**config.mk**
```make
export PLATFORM = sky130hd
export DESIGN_NAME = ste_ctrl
export DESIGN_NICKNAME = d
export VERILOG_FILES = /design/src/design/ste_pkg.sv /design/src/design/ste_ctrl.sv
export SDC_FILE = /design/constraint.sdc
export NUM_CORES = 1
export LEC_CHECK = 0
export ABC_AREA = 1
export BUFFER_PORTS_ARGS = -buffer_cell sky130_fd_sc_hd__buf_4
export CAP_MARGIN = 30
export CORE_AREA = 2 2 39 41
export CTS_BUF_LIST = sky130_fd_sc_hd__clkbuf_4 sky130_fd_sc_hd__clkbuf_8 sky130_fd_sc_hd__clkbuf_16
export DETAILED_ROUTE_END_ITERATION = 8
export DIE_AREA = 0 0 41 43
export GPL_TIMING_DRIVEN = 0
export PLACE_DENSITY = 0.6
export SYNTH_ARGS = -nofsm -noshare
export SYNTH_HDL_FRONTEND = slang
export SYNTH_SLANG_ARGS = --single-unit
```
**constraint.sdc**
```tcl
create_clock -name clk_i -period 1 [get_ports clk_i]
set_input_delay 0 -clock clk_i [delete_from_list [all_inputs] [get_ports clk_i]]
set_output_delay 0 -clock clk_i [all_outputs]
set_load 0.01 [all_outputs]
```
**src/design/ste_pkg.sv**
```systemverilog
`default_nettype none
package ste_pkg;
  localparam int unsigned DataW = 16;
  localparam int unsigned TimeW = 32;
  localparam int unsigned ChW = 8;
  localparam int unsigned SlotW = 4;
  localparam logic [TimeW-1:0] RefractoryReset = 32'd10000;
  localparam logic OpSample = 1'b0;
  localparam logic OpThresh = 1'b1;

  typedef struct packed {
    logic             opcode;
    logic [ChW-1:0]   channel;
    logic [DataW-1:0] sample;
    logic [TimeW-1:0] sample_time;
    logic [DataW-1:0] neg_threshold;
    logic [DataW-1:0] pos_threshold;
  } in_beat_t;

  typedef struct packed {
    logic [TimeW-1:0] spike_time;
    logic [ChW-1:0]   spike_channel;
    logic [SlotW-1:0] event_slot;
    logic [DataW-1:0] sample_value;
    logic             last_sample;
  } out_beat_t;

  typedef struct packed {
    logic clear;
    logic latch_in;
    logic state_rd;
    logic hist_rd;
    logic process;
    logic emit_start;
    logic emit_rd;
    logic emit_next;
  } ctrl_cmd_t;

  typedef struct packed {
    logic clr_last;
    logic spike;
    logic emit_last;
  } ctrl_sts_t;
endpackage
`default_nettype wire

```
**src/design/ste_ctrl.sv**
```systemverilog
`default_nettype none
module ste_ctrl (
  input  wire logic              clk_i,
  input  wire logic              rst_ni,
  input  wire logic              in_valid_i,
  output logic                   in_ready_o,
  output logic                   out_valid_o,
  input  wire logic              out_ready_i,
  output ste_pkg::ctrl_cmd_t     cmd_o,
  input  wire ste_pkg::ctrl_sts_t sts_i
);
  import ste_pkg::*;

  localparam logic [2:0] StClear = 3'd0;
  localparam logic [2:0] StIdle  = 3'd1;
  localparam logic [2:0] StRead  = 3'd2;
  localparam logic [2:0] StHist  = 3'd3;
  localparam logic [2:0] StEval  = 3'd4;
  localparam logic [2:0] StEmRd  = 3'd5;
  localparam logic [2:0] StEmOut = 3'd6;

  logic [2:0] state_q, state_d;

  always_ff @(posedge clk_i or negedge rst_ni) begin
    if (!rst_ni) begin
      state_q <= StClear;
    end else begin
      state_q <= state_d;
    end
  end

  always_comb begin
    state_d = state_q;
    cmd_o = '0;
    in_ready_o = 1'b0;
    out_valid_o = 1'b0;
    case (state_q)
      StClear: begin
        cmd_o.clear = 1'b1;
        if (sts_i.clr_last) begin
          state_d = StIdle;
        end
      end
      StIdle: begin
        in_ready_o = 1'b1;
        if (in_valid_i) begin
          cmd_o.latch_in = 1'b1;
          state_d = StRead;
        end
      end
      StRead: begin
        cmd_o.state_rd = 1'b1;
        state_d = StHist;
      end
      StHist: begin
        cmd_o.hist_rd = 1'b1;
        state_d = StEval;
      end
      StEval: begin
        cmd_o.process = 1'b1;
        if (sts_i.spike) begin
          cmd_o.emit_start = 1'b1;
          state_d = StEmRd;
        end else begin
          state_d = StIdle;
        end
      end
      StEmRd: begin
        cmd_o.emit_rd = 1'b1;
        state_d = StEmOut;
      end
      StEmOut: begin
        out_valid_o = 1'b1;
        if (out_ready_i) begin
          cmd_o.emit_next = 1'b1;
          if (sts_i.emit_last) begin
            state_d = StIdle;
          end else begin
            state_d = StEmRd;
          end
        end
      end
      default: state_d = StIdle;
    endcase
  end
endmodule
`default_nettype wire

```
==> out/results.ini <==
[clocking]
cts_num_sinks = 3
path_clk_slew_ns = 0.04
cts-root-buf = clkbuf_4
cts_tree = yes
clock_tree.buffer_depth = 2
clk_latency_ns = 0.23
htree_levels = 1
cts_made_buffers = 3

[logic_synthesis]
yosys.area_share.simple_pct = 45.7
synth_fp_nets = 53
synthAdderAreaFrac_pct = 0
synth_warnings = 0
yosys.area.top_type = dfrtp_1
post-synth-top-count-cell = inv_1
ys_types = 20
synth.yosys.seq_area_share_pct = 21.7
synth_xor_area_share_pct = 0
syn_inst = 46
ys_seq_elements = 3
synth_edf_count = 0
synthTopCellsByCount = 11 x inv_1, 6 x nand2_1, 4 x nand3_1, 3 x buf_6, 3 x dfrtp_1
synth-async-reset-ratio_pct = 100
synthFlopType = dfrtp_1
syn_avg_cell_area_um2 = 7.51
synth_top_family_by_area = simple AND/OR/NAND/NOR gates
muxShareOfSynthArea_pct = 0
netlist_area_um2 = 345
synthTopCellsByArea = dfrtp_1 22%, inv_1 12%, buf_6 9.8%, nand2_1 6.5%, nand4_4 6.2%
yosysTopAreaCellShare_pct = 21.7
synth_compound_area_share_pct = 4.71

[final_layout]
num_antenna_cells = 0
n_fill_cell = 140
utilization_pct = 45.6
area_growth_pct = 82.6
largest_reg_flops = 3
instances_no_fill = 88
drive_gt1_share_pct = 61.1
largest-register = state_q
fin_nets = 80
largestRegisters = state_q: 3 flops

[route]
wl_per_cell_um = 9.15
routed_wirelength_um = 805
drc = 0
viasPerCell = 4.07
ant_nets = 0
drt_pre_antenna_iters = 4
drtIter0Drc = 3
num_vias = 358

[grt]
grt_pass1_wl_um = 1260
grt_remaining_overflow = 0
first_global_vias = 301
grt_start_max_net_pins = 9
gr-usage-all-layers_pct = 10.5
antenna_found_initial = 0

[run_status]
violations = negative setup slack
outcome = complete, but fails checks

[sta]
setup_ws_ns = -0.158
fin_worst_skew_ns = 0.00129
fin_crit_ns = 1.16
relSlewSlack_pct = 87.0
worst_pin_slew_ns = 0.194
slew_violations = 0
holdWs_ns = 0.0947
max_freq_mhz = 864
fin_tns_setup_ns = -1.15
rsz0062_at_grt = yes
hold_violations = 0
fin_crit_sh_pct = 116
setup_violations = 13

[setup_path]
cp_data_arrival_time_ns = 1.16
setup.worst_path.start_class = register
crit_fanout = 5
worstPathRequired_ns = 1.00
crit_type = register to output pin
worst-r2r-cell-count = 8
worstSetupEndpointType = output pin

[floorplan]
rows = 14
start_util_pct = 25.0
io_pins = 17
core_area_um2 = 1380
die_w_um = 41
die_area_um2 = 1760
dieHeight_um = 43

[placement]
dp_slack_ns = -0.0615
gp_congestion = 0.811
place_inst = 78
io_buffers = 16
dp_hpwl_um = 550

[power]
cellPowerDensity_nw_per_um2 = 2800
clockPowerShare_pct = 13.7
ir_drop_mv = 0.881
p_int_uw = 978
pwr-share-seq_pct = 11.4
pwr-share-comb_pct = 74.9
power_switching_uw = 786
switching_share_pct = 44.6
leakagePower_nw = 0.349

[run]
max_cap_viol_count = 0

[min_path]
hp-class = input pin to async pin

==> layer usage <==
layer  global-route usage, %  vias to the layer above  part of all wire, %
li1                        -                      194                    -
met1                    16.4                      152                   45
met2                    13.1                       12                   49
met3                    1.57                        0                  6.0
met4                    6.00                        0                    0
met5                       0                        -                    0
==> critical path, cell delays in order, from the launching register on <==
cell,delay [ns]
dfrtp_1,0.33
buf_6,0.14
inv_6,0.05
nor4_4,0.24
buf_4,0.16
==> power groups by stage <==
stage | clock (mW) | sequential [mW] | combinational, mW
6_report | 0.242 | 0.200 | 1.32
5_1_grt | 0.272 | 0.202 | 1.44
4_1_cts | 0.248 | 0.200 | 1.26
2_1_floorplan | 0 | 0.199 | 0.772
3_3_place_gp | 0 | 0.203 | 1.05
3_5_place_dp | 0 | 0.202 | 1.06
==> final timing paths <==
path                            startpoint          to  slack (ns)
max in group asynchronous           rst_ni  state_q[0]        0.81
worst min-delay path                rst_ni  state_q[1]        0.09
worst max-delay path            state_q[1]    cmd_o[0]       -0.16
worst min register to register  state_q[2]  state_q[0]        0.72
min in group clk_i                sts_i[1]  state_q[2]        0.14
worst max register to register  state_q[2]  state_q[2]       -0.10
==> repair_timing <==
item | CTS | global route
hold buffers | 2 | 0
setup buffers | 3 | 1
pin swaps | 2 | 4
resized for setup | 3 | 8
endpoints found under the hold margin | 4 | 0
setup endpoints to repair | 12 | 13
==> cells by family after synthesis <==
group,count (synthesis)
and+or+nand+nor,23
DFF,3
AOI/OAI and AO/OA,3
buffers and inverters,17
==> metrics by stage <==
| step | total power, mW | area, um2 |
|---|---|---|
| 2_1_floorplan | 0.971 | 345 |
| 3_3_place_gp | 1.25 | 485 |
| 3_5_place_dp | 1.27 | 485 |
| 4_1_cts | 1.71 | 597 |
| 5_1_grt | 1.91 | 631 |
| 6_report | 1.76 | 631 |
==> cell type report <==
class / instances / area [um2] / share of cell area [%]
multi-input combinational: 26 / 201 / 31.9
buffer: 3 / 33.8 / 5.36
inverter: 14 / 67.6 / 10.7
sequential: 3 / 75.1 / 11.9
tap: 16 / 20.0 / 3.17
clock buffer: 4 / 30.0 / 4.76
timing repair buffer: 22 / 203 / 32.1
==> cells in the final DEF, fill, tap and decap left out <==
cell,count
buf_4,16
inv_1,9
nand2_1,6
buf_6,5
clkbuf_4,4
nand3_1,3
nand3_2,3
nor2_2,3
dfrtp_1,3
inv_2,2
dlygate4sd3_1,2
buf_12,2
nor2_4,1
inv_4,1
inv_8,1
inv_6,1
nand3_4,1
nor3_2,1
nor4_4,1
nor3_1,1
a21oi_1,1
nand4_4,1
nand2_2,1
o22ai_1,1
o21ai_0,1
nand4_1,1
Power figures use the tool's default switching activity.
